File: config.mk
export PLATFORM = sky130hd
export DESIGN_NAME = ascii_number_parser
export DESIGN_NICKNAME = d
export VERILOG_FILES = /design/src/rtl/core/anp_pkg.sv /design/src/rtl/core/anp_step.sv /design/src/rtl/core/ascii_number_parser.sv
export SDC_FILE = /design/constraint.sdc
export NUM_CORES = 1
export LEC_CHECK = 0
export ABC_AREA = 1
export BUFFER_PORTS_ARGS = -buffer_cell sky130_fd_sc_hd__buf_2
export CAP_MARGIN = 20
export CORE_MARGIN = 2
export CORE_UTILIZATION = 49
export DETAILED_ROUTE_END_ITERATION = 10
export PLACE_DENSITY = 0.66
export SLEW_MARGIN = 20
export SYNTH_ARGS = -nofsm -noshare
export SYNTH_HDL_FRONTEND = slang
export SYNTH_SLANG_ARGS = --single-unit
File: constraint.sdc
create_clock -name clk -period 7.7 [get_ports clk]
set_input_delay 0.77 -clock clk [delete_from_list [all_inputs] [get_ports clk]]
set_output_delay 0.77 -clock clk [all_outputs]
set_load 0.1 [all_outputs]
File: src/rtl/core/anp_pkg.sv
package anp_pkg;

	typedef struct packed {
		logic [7:0] char_code;
		logic       first_of_string;
		logic       last_of_string;
	} in_word_t;

	typedef struct packed {
		logic [63:0] parsed_value;
		logic [15:0] end_offset;
	} out_word_t;

	typedef logic [0:0] cfg_index_t;
	typedef logic [4:0] cfg_data_t;

	localparam cfg_index_t CFG_NUMBER_BASE = 1'b0;
	localparam cfg_index_t CFG_SIGNED_MODE = 1'b1;

	typedef enum logic [5:0] {
		PH_IDLE   = 6'b000001,
		PH_BEGIN  = 6'b000010,
		PH_ZERO   = 6'b000100,
		PH_XPEND  = 6'b001000,
		PH_HEX0   = 6'b010000,
		PH_DIGITS = 6'b100000
	} phase_t;

	typedef struct packed {
		phase_t     phase;
		logic [4:0] base;
		logic       negate;
		logic       given;
	} parse_ctl_t;

	localparam logic [7:0] CHAR_ZERO    = 8'h30;
	localparam logic [7:0] CHAR_NINE    = 8'h39;
	localparam logic [7:0] CHAR_MINUS   = 8'h2D;
	localparam logic [7:0] CHAR_LOWER_A = 8'h61;
	localparam logic [7:0] CHAR_LOWER_F = 8'h66;
	localparam logic [7:0] CHAR_LOWER_X = 8'h78;
	localparam logic [7:0] CASE_BIT     = 8'h20;

	localparam logic [4:0] BASE_OCT = 5'd8;
	localparam logic [4:0] BASE_DEC = 5'd10;
	localparam logic [4:0] BASE_HEX = 5'd16;

endpackage

File: src/rtl/core/anp_step.sv
module anp_step #(
	parameter int COUNT_BITS = 16
) (
	input  anp_pkg::in_word_t   word,
	input  logic [4:0]          number_base,
	input  logic                signed_mode,
	input  anp_pkg::parse_ctl_t ctl,
	input  logic [63:0]         acc,
	input  logic [COUNT_BITS-1:0] cnt,
	output anp_pkg::parse_ctl_t ctl_next,
	output logic [63:0]         acc_next,
	output logic [COUNT_BITS-1:0] cnt_next,
	output logic                emit,
	output logic [15:0]         end_offset
);

	localparam int OW = (COUNT_BITS > 16) ? COUNT_BITS : 16;

	anp_pkg::parse_ctl_t w_ctl;
	logic [63:0]           w_acc;
	logic [COUNT_BITS-1:0] w_cnt;
	logic [COUNT_BITS-1:0] cnt_inc1;
	logic [COUNT_BITS-1:0] cnt_inc2;
	logic [7:0]            lc;
	logic                  is_dec;
	logic                  is_hex;
	logic                  is_x;
	logic [3:0]            dig_val;
	logic [4:0]            dig_base;
	logic                  dig_ok;
	logic [63:0]           mac;
	logic                  go;
	logic [OW-1:0]         cnt_wide;

	function automatic logic [COUNT_BITS-1:0] sat_inc(input logic [COUNT_BITS-1:0] c);
		sat_inc = (c == {COUNT_BITS{1'b1}}) ? c : c + COUNT_BITS'(1);
	endfunction

	always_comb begin
		w_ctl = ctl;
		w_acc = acc;
		w_cnt = cnt;
		if (word.first_of_string) begin
			w_ctl.phase  = anp_pkg::PH_BEGIN;
			w_ctl.base   = number_base;
			w_ctl.negate = 1'b0;
			w_ctl.given  = 1'b0;
			w_acc        = '0;
			w_cnt        = '0;
		end
	end

	// character decode
	assign lc      = word.char_code | anp_pkg::CASE_BIT;
	assign is_dec  = (word.char_code >= anp_pkg::CHAR_ZERO) &&
		(word.char_code <= anp_pkg::CHAR_NINE);
	assign is_hex  = is_dec || ((lc >= anp_pkg::CHAR_LOWER_A) && (lc <= anp_pkg::CHAR_LOWER_F));
	assign is_x    = (lc == anp_pkg::CHAR_LOWER_X);
	assign dig_val = is_dec ? word.char_code[3:0] : 4'(lc[3:0] + 4'd9);

	// base the digit would be taken in
	always_comb begin
		if (w_ctl.phase == anp_pkg::PH_BEGIN && w_ctl.base == 5'd0) begin
			dig_base = anp_pkg::BASE_DEC;
		end else if (w_ctl.phase == anp_pkg::PH_XPEND) begin
			dig_base = anp_pkg::BASE_HEX;
		end else begin
			dig_base = w_ctl.base;
		end
	end

	assign dig_ok   = is_hex && ({1'b0, dig_val} < dig_base);
	assign mac      = 64'(w_acc * dig_base) + 64'(dig_val);
	assign cnt_inc1 = sat_inc(w_cnt);
	assign cnt_inc2 = sat_inc(cnt_inc1);

	always_comb begin
		ctl_next = w_ctl;
		acc_next = w_acc;
		cnt_next = w_cnt;
		go       = 1'b1;
		emit     = 1'b0;
		if (!w_ctl.given) begin
			case (w_ctl.phase)
				anp_pkg::PH_BEGIN: begin
					if (signed_mode && w_cnt == '0 && word.char_code == anp_pkg::CHAR_MINUS) begin
						ctl_next.negate = 1'b1;
						cnt_next        = cnt_inc1;
					end else if (w_ctl.base == 5'd0 && word.char_code == anp_pkg::CHAR_ZERO) begin
						ctl_next.base  = anp_pkg::BASE_OCT;
						ctl_next.phase = anp_pkg::PH_ZERO;
						cnt_next       = cnt_inc1;
					end else if (w_ctl.base == anp_pkg::BASE_HEX &&
						word.char_code == anp_pkg::CHAR_ZERO) begin
						ctl_next.phase = anp_pkg::PH_HEX0;
						cnt_next       = cnt_inc1;
					end else begin
						if (w_ctl.base == 5'd0) begin
							ctl_next.base = anp_pkg::BASE_DEC;
						end
						go = dig_ok;
						if (dig_ok) begin
							acc_next       = mac;
							cnt_next       = cnt_inc1;
							ctl_next.phase = anp_pkg::PH_DIGITS;
						end
					end
				end
				anp_pkg::PH_ZERO: begin
					if (is_x) begin
						ctl_next.phase = anp_pkg::PH_XPEND;
					end else begin
						go = dig_ok;
						if (dig_ok) begin
							acc_next       = mac;
							cnt_next       = cnt_inc1;
							ctl_next.phase = anp_pkg::PH_DIGITS;
						end
					end
				end
				anp_pkg::PH_XPEND: begin
					go = is_hex;
					if (is_hex) begin
						ctl_next.base  = anp_pkg::BASE_HEX;
						acc_next       = mac;
						cnt_next       = cnt_inc2;
						ctl_next.phase = anp_pkg::PH_DIGITS;
					end
				end
				anp_pkg::PH_HEX0: begin
					if (is_x) begin
						ctl_next.phase = anp_pkg::PH_DIGITS;
						cnt_next       = cnt_inc1;
					end else begin
						go = dig_ok;
						if (dig_ok) begin
							acc_next       = mac;
							cnt_next       = cnt_inc1;
							ctl_next.phase = anp_pkg::PH_DIGITS;
						end
					end
				end
				default: begin
					go = dig_ok;
					if (dig_ok) begin
						acc_next       = mac;
						cnt_next       = cnt_inc1;
						ctl_next.phase = anp_pkg::PH_DIGITS;
					end
				end
			endcase
			if (!go || word.last_of_string) begin
				emit           = 1'b1;
				ctl_next.given = 1'b1;
				ctl_next.phase = anp_pkg::PH_IDLE;
			end
		end
	end

	assign cnt_wide   = OW'(cnt_next);
	assign end_offset = (cnt_wide > OW'(65535)) ? 16'hFFFF : cnt_wide[15:0];

endmodule

File: src/rtl/core/ascii_number_parser.sv
// Streaming integer parser: takes one character word per cycle, a string opening with
// first_of_string, and gives one result word per string (value modulo 2^64 and end offset)
// at the character that ends the number or at last_of_string. A word is accepted every
// cycle unless the input stalls; a character passes the input register and then the
// result register before its result is offered. The rate is set by the combinational
// accumulate-multiply-add on the 64-bit accumulator; input stalls only while a
// finished result waits in the result register and the next character would also
// produce one. Write number_base and signed_mode only while the parser is idle.
module ascii_number_parser #(
	parameter int COUNT_BITS = 16
) (
	input  logic                  clk,
	input  logic                  arst_n,
	input  logic                  in_valid,
	output logic                  in_ready,
	input  anp_pkg::in_word_t     in_data,
	output logic                  out_valid,
	input  logic                  out_ready,
	output anp_pkg::out_word_t    out_data,
	input  logic                  cfg_valid,
	output logic                  cfg_ready,
	input  anp_pkg::cfg_index_t   cfg_index,
	input  anp_pkg::cfg_data_t    cfg_data
);

	logic [4:0]            number_base_q;
	logic                  signed_mode_q;
	logic                  in_valid_s1;
	anp_pkg::in_word_t     in_word_s1;
	anp_pkg::parse_ctl_t   ctl_q;
	logic [63:0]           acc_q;
	logic [COUNT_BITS-1:0] cnt_q;
	anp_pkg::parse_ctl_t   ctl_next;
	logic [63:0]           acc_next;
	logic [COUNT_BITS-1:0] cnt_next;
	logic                  step_emit;
	logic [15:0]           step_offset;
	logic                  s1_go;
	logic                  out_valid_q;
	logic [63:0]           out_value_q;
	logic                  out_neg_q;
	logic [15:0]           out_offset_q;

	assign cfg_ready = 1'b1;

	always_ff @(posedge clk or negedge arst_n) begin
		if (!arst_n) begin
			number_base_q <= '0;
			signed_mode_q <= 1'b0;
		end else if (cfg_valid) begin
			case (cfg_index)
				anp_pkg::CFG_NUMBER_BASE: number_base_q <= cfg_data;
				anp_pkg::CFG_SIGNED_MODE: signed_mode_q <= cfg_data[0];
				default: ;
			endcase
		end
	end

	anp_step #(
		.COUNT_BITS(COUNT_BITS)
	) u_step (
		.word        (in_word_s1),
		.number_base (number_base_q),
		.signed_mode (signed_mode_q),
		.ctl         (ctl_q),
		.acc         (acc_q),
		.cnt         (cnt_q),
		.ctl_next    (ctl_next),
		.acc_next    (acc_next),
		.cnt_next    (cnt_next),
		.emit        (step_emit),
		.end_offset  (step_offset)
	);

	assign s1_go    = in_valid_s1 && (!step_emit || !out_valid_q || out_ready);
	assign in_ready = !in_valid_s1 || s1_go;

	always_ff @(posedge clk or negedge arst_n) begin
		if (!arst_n) begin
			in_valid_s1 <= 1'b0;
		end else if (in_ready) begin
			in_valid_s1 <= in_valid;
		end
	end

	always_ff @(posedge clk) begin
		if (in_ready && in_valid) begin
			in_word_s1 <= in_data;
		end
	end

	always_ff @(posedge clk or negedge arst_n) begin
		if (!arst_n) begin
			ctl_q.phase  <= anp_pkg::PH_IDLE;
			ctl_q.base   <= '0;
			ctl_q.negate <= 1'b0;
			ctl_q.given  <= 1'b1;
			acc_q        <= '0;
			cnt_q        <= '0;
		end else if (s1_go) begin
			ctl_q <= ctl_next;
			acc_q <= acc_next;
			cnt_q <= cnt_next;
		end
	end

	always_ff @(posedge clk or negedge arst_n) begin
		if (!arst_n) begin
			out_valid_q <= 1'b0;
		end else if (s1_go && step_emit) begin
			out_valid_q <= 1'b1;
		end else if (out_ready) begin
			out_valid_q <= 1'b0;
		end
	end

	always_ff @(posedge clk) begin
		if (s1_go && step_emit) begin
			out_value_q  <= acc_next;
			out_neg_q    <= ctl_next.negate;
			out_offset_q <= step_offset;
		end
	end

	assign out_valid              = out_valid_q;
	assign out_data.parsed_value  = out_neg_q ? 64'(~out_value_q + 64'd1) : out_value_q;
	assign out_data.end_offset    = out_offset_q;

	// a delivered string leaves the parser idle
	assert property (@(posedge clk) disable iff (!arst_n)
		ctl_q.given == (ctl_q.phase == anp_pkg::PH_IDLE))
	else $error("result flag and parse phase disagree");

	assert property (@(posedge clk) disable iff (!arst_n)
		s1_go && step_emit |=> out_valid_q && ctl_q.given)
	else $error("emitted result not held in result register");

	assert property (@(posedge clk) disable iff (!arst_n)
		s1_go && !in_word_s1.first_of_string |=> cnt_q >= $past(cnt_q))
	else $error("character count went backwards within a string");

endmodule
==> key figures, run 1 <==
Finish
  – Final instance area: 27,300 sq um
  – Final core utilization: 53.0%
  – P&R area growth vs syn: 6.47%
  – Register area: 5260 sq um
  – Number of antenna repair diodes: 0
  – Share of layout cells above drive strength 1: 7.27%
  – Multi-input gate area: 17,000 sq um
  – Filler Cells Inserted: 5,320
  – Nets@finish: 4,206

Routing
  – DRC: 0
  – Initial drt markers: 2,271
  – Via density: 5.48
  – Overall routed net length: 87,400 um
  – Vias: 25,000
  – Drt pass-1 iters: 5
  – Wirelength per Cell: 19.2 um
  – Detail Route Antenna Nets: 0

Place
  – Count of input and output buffers: 102
  – Hpwl dp: 69,500 um
  – Post-Place Setup Slack: 0.710 ns
  – Final GP Congestion: 1.02
  – Cell Area, Placed: 26,700 sq um

Worst setup path
  – Crit path buffers/inverters: 3
  – R2R cell count: 26
  – Kind of critical path: register to register
  – Flop2flop setup slack: 0.58 ns
  – Worst EP required: 8.13 ns
  – Most used cell, CP: nand2_1
  – Instance count on the critical path: 26
  – CP startpoint kind: register
  – Slowest cell on crit path: nor2_4
  – Crit path DAT: 7.55 ns
  – Reg-to-reg critical path startpoint: in_word_s1[1]
  – Reg2Reg Capture Point: acc_q[45]
  – Worst-path fanout max: 44
  – Worst setup path end: acc_q[45]
  – Critical Path Source: in_word_s1[1]
  – Slowest Stage Delay on Critical Path: 0.82 ns
  – CP top delay family: simple AND/OR/NAND/NOR gates
  – Worst setup EP type: register

Timing
  – Slew headroom: 27.6%
  – Setup tns final: 0 ns
  – Min Tclk post-route: 7.12 ns
  – Setup WS post-layout: 0.579 ns
  – RSZ-0062 raised after global routing: false
  – Fin. Hold Viols: 0
  – Setup violations, final: 0
  – Fmax achieved: 140 MHz
  – Slew Limit Fails: 0
  – Final period util: 92.5%
  – Worst Max-Slew Pin Slew: 1.08 ns
  – Skew final: 0.0220 ns

Synthesis
  – Cell variety after synth: 71
  – Post-synth ARST share: 52.6%
  – Yosys warnings: 0
  – Net count after synthesis: 4,162
  – Top cell type's share of synthesized area: 14.2%
  – Yosys top cell by area: fa_1
  – EDFF count, synth: 91
  – Syn Std Cell Area: 25,600 sq um
  – Register bit total from synthesis: 192
  – Post-synthesis sequential area ratio: 20.5%
  – Synth area leaders: fa_1 14%, nand2_1 12%, edfxtp_1 11%
  – Syn Inst Count: 3,823
  – Top FF cell, synth: dfrtp_1
  – Mean post-synth cell area: 6.71 sq um

Power
  – PwrDens: 237 nW/um^2
  – Max VDD drop: 0.213 mV
  – Overall power: 6.45 mW
  – Leakage: 13.5 nW

Clocking
  – Worst skew pair latency: 0.52 ns
  – CTS max path bufs: 2
  – H-tree depth: 4
  – CTS Hold Buffers Added: 0
  – Clock sinks: 192
  – Setup bufs post-CTS: 0
  – Clock buffer count from CTS: 17
  – PostCTS Resize Cnt: 0
  – Clk slew on worst S/H paths: 0.08 ns
  – CTS tree: yes
  – Root buf cell: clkbuf_16

Die
  – Die width: 233 um
  – Die height: 233 um
  – Boundary Pins: 104
  – CORE AREA: 51,500 sq um
  – # rows: 83
  – Initial Util: 49.8%
  – Overall die area: 54,200 sq um

Global routing
  – Tot GR Track Use: 32.8%
  – Vias in the first global route: 23,600
  – Largest net degree at the start of global routing: 72
  – GRT overflow: 0
  – Initial antenna violation count: 0
  – First-pass GRT wire length: 136,000 um

Outcome
  – Status: completed

Worst hold path
  – Min-delay worst type: primary input to asynchronous set/reset pin

Run
  – Max-Cap Viols: 0
cell usage after synthesis (all sizes together) (6+ instances only):
library cell / n
or2: 12
dfrtp: 99
nand2: 828
a21oi: 145
inv: 718
ha: 136
xnor2: 42
nor2: 730
nor3: 41
o21bai: 8
o211ai: 33
clkbuf: 59
a21o: 11
nand3: 187
buf: 52
xor2: 66
edfxtp: 91
nand4: 49
nor4: 18
a31oi: 20
nand3b: 6
o21ai: 241
fa: 182
worst min-delay path by stage:
stage               startpoint       endpoint  depth (start not counted)
floorplan             ctl_q[3]       ctl_q[3]                          2
global placement     acc_q[53]      acc_q[53]                          2
detailed placement   acc_q[59]      acc_q[59]                          2
CTS                     arst_n      acc_q[10]                          1
global route        in_data[7]  in_word_s1[7]                          1
finish                  arst_n      acc_q[10]                          1
worst reg2reg max path: cells and delay by family, from the launching register on:
family | cells | cell delay [ns]
buf+inv | 3 | 0.71
fa+ha+maj | 4 | 1.89
simple gates | 14 | 2.48
flops | 1 | 0.51
compound gates | 5 | 1.45
placed cells by master (no fill, tap or decap), types with 19 or more instances in the layout:
cell      Yosys  final
nor2_1      707    706
o21ai_0     205    205
nand2_1     796    795
xor2_1       66     66
dfrtp_1      99     99
buf_2        18    101
o211ai_1     33     33
xnor2_1      42     42
nand4_1      46     46
buf_4        10     33
inv_1       707    704
nor3_1       37     37
a31oi_1      19     19
a21oi_1     145    145
ha_1        136    136
o21ai_1      31     31
edfxtp_1     91     91
nand2_2      21     22
nand3_1     173    173
fa_1        182    182
per-layer routing:
| metal | wire length, um | GRT usage, % | part of all wire [%] |
|---|---|---|---|
| met5 | 0 | 0 | 0 |
| met4 | 3290 | 12.5 | 3.8 |
| met3 | 6200 | 4.62 | 7.1 |
| met2 | 39400 | 52.3 | 45 |
| met1 | 38500 | 45.2 | 44 |
area by class of cell:
class,instances,share of cell area [%]
inverters,723,10.0
clock inverters,13,0.513
repair buffers,137,2.98
flip-flops and latches,192,19.3
multi-input cells,2796,62.4
well taps,680,3.12
clock buffers,19,1.70
cells by family after synthesis:
logic type               synth area share [%]
AND/OR/NAND/NOR                          31.1
buffers and inverters                    13.1
AO/OA/AOI/OAI                            10.7
adder cells (fa/ha/maj)                  20.9
flip-flops                               20.5
XOR/XNOR                                 3.69
other                                  0.0146
multiplexers                           0.0439
power breakdown:
part / leakage (nW) / total (mW) / internal, mW / switching, mW
combinational: 11.0 / 4.01 / 1.13 / 2.88
sequential: 2.15 / 1.48 / 1.30 / 0.176
clock: 0.303 / 0.972 / 0.486 / 0.485
registers in the layout (all words and copies together), names as in the netlist, 5 cells and up:
name	cells
ctl_q	13
out_value_q	64
in_word_s1	10
cnt_q	16
out_offset_q	16
acc_q	64
number_base_q	5
stage by stage:
stage	std cells	hold slack (ns)
3_3_place_gp	4528	0.464
4_1_cts	4560	0.405
2_1_floorplan	3823	0.444
5_1_grt	4560	0.433
6_report	4560	0.393
3_5_place_dp	4528	0.465
No activity file was read; power rests on OpenSTA's default activity.
==> inputs of run 2 (changes only) <==
--- a/config.mk
+++ b/config.mk
@@ -11,7 +11,7 @@
 export CORE_MARGIN = 2
 export CORE_UTILIZATION = 49
 export DETAILED_ROUTE_END_ITERATION = 10
-export PLACE_DENSITY = 0.66
+export PLACE_DENSITY = 0.68
 export SLEW_MARGIN = 20
 export SYNTH_ARGS = -nofsm -noshare
 export SYNTH_HDL_FRONTEND = slang
==> constraint.sdc (replaced) <==
create_clock -name clk -period 6.1 [get_ports clk]
set_input_delay 0.61 -clock clk [delete_from_list [all_inputs] [get_ports clk]]
set_output_delay 0.61 -clock clk [all_outputs]
set_load 0.1 [all_outputs]
==> key figures, run 2 (synthesis results as in run 1) <==
Power
  – Overall power: 8.20 mW (+27%)
  – PwrDens: 297 nW/um^2 (+25%)
  – Leakage: 13.6 nW (+0.94%)
  – Max VDD drop: 0.281 mV (+32%)

Clocking
  – Root buf cell: clkbuf_16
  – H-tree depth: 4 (unchanged)
  – Clock sinks: 192 (unchanged)
  – Clock buffer count from CTS: 17 (unchanged)
  – CTS tree: yes
  – CTS max path bufs: 2 (unchanged)
  – Worst skew pair latency: 0.51 ns (about the same)
  – CTS Hold Buffers Added: 0 (unchanged)
  – Clk slew on worst S/H paths: 0.08 ns (about the same)

Worst setup path
  – Worst setup EP type: register
  – Worst setup path end: acc_q[52]
  – Crit path DAT: 6.21 ns (-1.34 ns)
  – Reg-to-reg critical path startpoint: in_word_s1[1]
  – Slowest cell on crit path: fa_1
  – Worst EP required: 6.47 ns (-1.66 ns)
  – Kind of critical path: register to register
  – Critical Path Source: in_word_s1[1]
  – CP startpoint kind: register
  – Most used cell, CP: nand2_1
  – Reg2Reg Capture Point: acc_q[52]
  – Worst-path fanout max: 32 (-27%)
  – Flop2flop setup slack: 0.26 ns (-0.32 ns)
  – R2R cell count: 32 (+23%)
  – Slowest Stage Delay on Critical Path: 0.56 ns (-0.26 ns)

Outcome
  – Status: completed

Worst hold path
  – Min-delay worst type: primary input to asynchronous set/reset pin

Timing
  – Setup WS post-layout: 0.257 ns (-0.322 ns)
  – Min Tclk post-route: 5.84 ns (-1.28 ns)
  – Skew final: 0.0175 ns (-0.00455 ns)
  – Slew Limit Fails: 0 (unchanged)
  – Fin. Hold Viols: 0 (unchanged)
  – RSZ-0062 raised after global routing: true
  – Final period util: 95.8% (+3.3 points)
  – Worst Max-Slew Pin Slew: 0.958 ns (-0.126 ns)
  – Fmax achieved: 171 MHz (+22%)
  – Setup violations, final: 0 (unchanged)
  – Slew headroom: 35.6% (+8.0 points)

Die
  – Die height: 233 um (unchanged)
  – CORE AREA: 51,500 sq um (unchanged)
  – # rows: 83 (unchanged)
  – Boundary Pins: 104 (unchanged)
  – Initial Util: 49.8% (unchanged)
  – Die width: 233 um (unchanged)
  – Overall die area: 54,200 sq um (unchanged)

Place
  – Count of input and output buffers: 102 (unchanged)
  – Post-Place Setup Slack: 0.184 ns (-0.526 ns)
  – Final GP Congestion: 1.08 (+5.1%)
  – Hpwl dp: 67,000 um (-3.5%)
  – Placed cells: 4,549 (+0.46%)

Global routing
  – Met1 GRT Util: 42.1% (-3.0 points)
  – Initial antenna violation count: 1 (+1)
  – Largest net degree at the start of global routing: 76 (+5.6%)
  – M2 GR Usage: 50.3% (-2.0 points)
  – GRT busiest layer: met2
  – GR Util met3: 5.31% (+0.69 points)
  – First-pass GRT wire length: 133,000 um (-2.1%)
  – Tot GR Track Use: 31.7% (-1.1 points)
  – Vias in the first global route: 24,200 (+2.5%)
  – GRT overflow: 0 (unchanged)

Finish
  – Commonest non-fill, non-tap cell in the layout: nand2_1
  – Regs by FF count: acc_q: 64 flops, out_value_q: 64 flops
  – Share of layout cells above drive strength 1: 8.71% (+1.4 points)
  – Finished Layout Cells: 4,583 (+0.50%)
  – P&R area growth vs syn: 7.85%
  – Nets@finish: 4,229 (+0.55%)
  – Filler Cells Inserted: 5,259 (-1.1%)
  – Number of antenna repair diodes: 0 (unchanged)
  – Commonest cells after routing, fill and taps aside: 795 x nand2_1, 703 x inv_1, 691 x nor2_1

Routing
  – Initial drt markers: 2,443 (+7.6%)
  – DRC: 0 (unchanged)
  – Vias: 25,200 (+0.86%)
  – Detail Route Antenna Nets: 0 (unchanged)
  – Drt pass-1 iters: 7 (+2)
  – Wirelength per Cell: 18.3 um (-4.6%)
  – Via density: 5.50 (+0.36%)
  – Overall routed net length: 83,800 um (-4.2%)

Run
  – Max-Cap Viols: 0 (unchanged)
## run 2: per-stage QoR
stage	TNS, ns	instance area [sq um]	utilization (%)	hold slack, ns
after floorplan	0	25600	-	0.314
after global placement	0	26900	52.2	0.461
after CTS	0	27500	53.4	0.217
after detailed placement	0	26900	52.2	0.466
after global routing	-0.177	27600	53.7	0.261
final	0	27600	53.7	0.210
## run 2: area by class of cell
cell class	count	area, sq um	share of cell area, %
clock inverter	13	126	0.457
sequential	192	5260	19.0
multi-input combinational	2796	17200	62.1
clock buffer	19	443	1.60
inverter	723	2730	9.87
timing repair buffer	160	1060	3.83
tap	680	851	3.08
## run 2: worst min-delay path by stage
stage                    from  cells after the start   endpoint
finish                 arst_n                      1  acc_q[13]
global route           arst_n                      1  acc_q[13]
CTS                    arst_n                      1  acc_q[24]
detailed placement  acc_q[62]                      2  acc_q[62]
global placement    acc_q[60]                      2  acc_q[60]
floorplan              arst_n                      0   acc_q[0]
## run 2: worst max-delay path, delay by kind of cell, from the launching register on
| kind | cells | cell delay (ns) |
|---|---|---|
| adder cells (fa/ha/maj) | 4 | 1.89 |
| AND/OR/NAND/NOR | 16 | 1.64 |
| AO/OA/AOI/OAI | 5 | 1.00 |
| buffers and inverters | 7 | 0.81 |
| flip-flops | 1 | 0.36 |
## run 2: routing by layer
layer,vias to the layer above,wire length (um)
met5,-,13
met3,204,6670
met1,11900,35600
met4,2,3950
li1,12000,-
met2,1026,37500
## run 2: repair_timing
| item | in CTS | in global routing |
|---|---|---|
| endpoints found under the setup margin | 0 | 82 |
| gates resized for setup | 0 | 51 |
| buffers inserted | 0 | 2 |
## run 2: where the power goes
| part | leakage (nW) | internal (mW) | switching [mW] |
|---|---|---|---|
| logic | 11.2 | 1.50 | 3.69 |
| clock network | 0.273 | 0.580 | 0.587 |
| registers | 2.15 | 1.64 | 0.209 |
==> inputs of run 3 (changes only) <==
--- a/config.mk
+++ b/config.mk
@@ -8,10 +8,11 @@
 export ABC_AREA = 1
 export BUFFER_PORTS_ARGS = -buffer_cell sky130_fd_sc_hd__buf_2
 export CAP_MARGIN = 20
-export CORE_MARGIN = 2
+export CORE_MARGIN = 5
 export CORE_UTILIZATION = 49
+export CTS_CLUSTER_SIZE = 30
 export DETAILED_ROUTE_END_ITERATION = 10
-export PLACE_DENSITY = 0.68
+export PLACE_DENSITY_LB_ADDON = 0.12
 export SLEW_MARGIN = 20
 export SYNTH_ARGS = -nofsm -noshare
 export SYNTH_HDL_FRONTEND = slang
==> key figures, run 3 (synthesis results as in run 1) <==
Die
  – Overall die area: 57,000 sq um (+5.2%)
  – Die height: 239 um (+2.6%)
  – Boundary Pins: 104 (unchanged)
  – # rows: 83 (unchanged)
  – Die width: 239 um (+2.6%)
  – CORE AREA: 51,600 sq um (+0.20%)
  – Initial Util: 49.7% (-0.10 points)

Timing
  – Slew headroom: 37.9% (+2.2 points)
  – Slew Limit Fails: 0 (unchanged)
  – Skew final: 0.0296 ns (+0.0122 ns)
  – Final period util: 96.2% (+0.42 points)
  – Min Tclk post-route: 5.87 ns (+0.0259 ns)
  – Worst Max-Slew Pin Slew: 0.924 ns (-0.0334 ns)
  – RSZ-0062 raised after global routing: true
  – Fin. Hold Viols: 0 (unchanged)
  – WHS: 0.227 ns (+0.0162 ns)
  – Fmax achieved: 170 MHz (-0.44%)
  – Setup violations, final: 0 (unchanged)

Finish
  – Commonest cells after routing, fill and taps aside: 789 x nand2_1, 704 x inv_1, 689 x nor2_1
  – Commonest non-fill, non-tap cell in the layout: nand2_1
  – Nets@finish: 4,250 (+0.50%)
  – Number of antenna repair diodes: 0 (unchanged)
  – Finished Layout Cells: 4,604 (+0.46%)
  – Final core utilization: 54.2% (+0.54 points)
  – P&R area growth vs syn: 9.16%
  – Share of layout cells above drive strength 1: 9.91% (+1.2 points)
  – Final instance area: 28,000 sq um (+1.2%)
  – Regs by FF count: acc_q: 64 flops, out_value_q: 64 flops

Worst setup path
  – CP startpoint kind: register
  – Crit path DAT: 6.10 ns (-0.11 ns)
  – Worst EP required: 6.33 ns (-0.14 ns)
  – Slowest Stage Delay on Critical Path: 0.54 ns (-0.02 ns)
  – Worst setup EP type: register
  – Kind of critical path: register to register
  – Slowest cell on crit path: fa_1
  – Worst-path fanout max: 23 (-28%)
  – Most used cell, CP: nand2_1

Routing
  – Wirelength per Cell: 19.3 um (+5.5%)
  – DRC: 0 (unchanged)
  – Drt pass-1 iters: 8 (+1)
  – Detail Route Antenna Nets: 0 (unchanged)
  – Via density: 5.49 (-0.20%)
  – Vias: 25,300 (+0.26%)
  – Overall routed net length: 88,800 um (+6.0%)
  – Initial drt markers: 2,029 (-17%)

Place
  – Placed cells: 4,562 (+0.29%)
  – Count of input and output buffers: 102 (unchanged)
  – Final GP Congestion: 1.02 (-4.9%)
  – Cell Area, Placed: 27,000 sq um (+0.36%)
  – Hpwl dp: 71,000 um (+5.9%)

Power
  – Overall power: 8.32 mW (+1.5%)
  – Leakage: 13.7 nW (+0.98%)
  – PwrDens: 297 nW/um^2 (+0.28%)
  – Max VDD drop: 0.265 mV (-5.8%)

Clocking
  – Clock sinks: 192 (unchanged)
  – Clock buffer count from CTS: 17 (unchanged)
  – Worst skew pair latency: 0.52 ns (about the same)
  – Root buf cell: clkbuf_16
  – H-tree depth: 4 (unchanged)
  – CTS tree: yes
  – Clk slew on worst S/H paths: 0.10 ns (+0.02 ns)
  – CTS max path bufs: 2 (unchanged)

Global routing
  – First-pass GRT wire length: 139,000 um (+4.2%)
  – Tot GR Track Use: 30.9% (-0.76 points)
  – GRT overflow: 0 (unchanged)
  – Initial antenna violation count: 1 (unchanged)
  – Vias in the first global route: 24,200 (+0.20%)
  – Largest net degree at the start of global routing: 81 (+6.6%)

Run
  – Max-Cap Viols: 0 (unchanged)

Outcome
  – Status: completed

Worst hold path
  – Min-delay worst type: primary input to asynchronous set/reset pin
## run 3: changes by cell type in the layout (fill, tap and decap cells not counted), sizes merged
cell and change:
inv +2, clkinv +2, clkinvlp -3, buf +20
## run 3: what timing repair did
| action | in CTS | in global routing |
|---|---|---|
| buffers inserted | 0 | 10 |
| setup endpoints to repair | 0 | 96 |
| hold buffers | 0 | 0 |
| gates resized for setup | 0 | 79 |
## run 3: area by class of cell
| cell class | instances | area (sq um) |
|---|---|---|
| Multi-Input combinational cell | 2796 | 17300 |
| Fill cell | 5245 | 23600 |
| Inverter | 723 | 2730 |
| Timing Repair Buffer | 181 | 1210 |
| Sequential cell | 192 | 5260 |
| Tap cell | 680 | 851 |
| Clock buffer | 18 | 429 |
| Clock inverter | 14 | 149 |
## run 3: metrics by stage
| stage | setup slack [ns] | setup TNS [ns] |
|---|---|---|
| finish | 0.231 | 0 |
| floorplan | 0.595 | 0 |
| CTS | 0.0275 | 0 |
| detailed placement | 0.0473 | 0 |
| global route | -0.0478 | -0.120 |
| global placement | 0.108 | 0 |
## run 3: power by group
part,internal (mW),switching (mW)
clock,0.578,0.623
sequential,1.64,0.212
combinational,1.56,3.71
## run 3: worst max-delay path, delay by kind of cell, from the launching register on
kind	cells	cell delay, ns
AND/OR/NAND/NOR	17	2.22
buffers and inverters	8	0.74
AO/OA/AOI/OAI	2	0.25
adder cells (fa/ha/maj)	4	1.87
flip-flops	1	0.47
## run 3: path summary, 6_finish.rpt
path	startpoint	end	slack, ns	cells after the start
hold reg to reg	acc_q[55]	acc_q[55]	0.48	2
setup / recovery	in_word_s1[1]	out_value_q[56]	0.23	31
setup reg to reg	in_word_s1[1]	out_value_q[56]	0.23	31
max in group asynchronous	arst_n	acc_q[51]	4.61	2
hold / removal	arst_n	acc_q[27]	0.23	1
min in group clk	in_data[7]	in_word_s1[7]	0.29	1
## run 3: per-layer routing
metal	share of wire [%]	track usage, %
met1	43	42.9
met2	45	49.3
met3	7.2	4.28
met4	4.2	11.9
met5	0.014	0
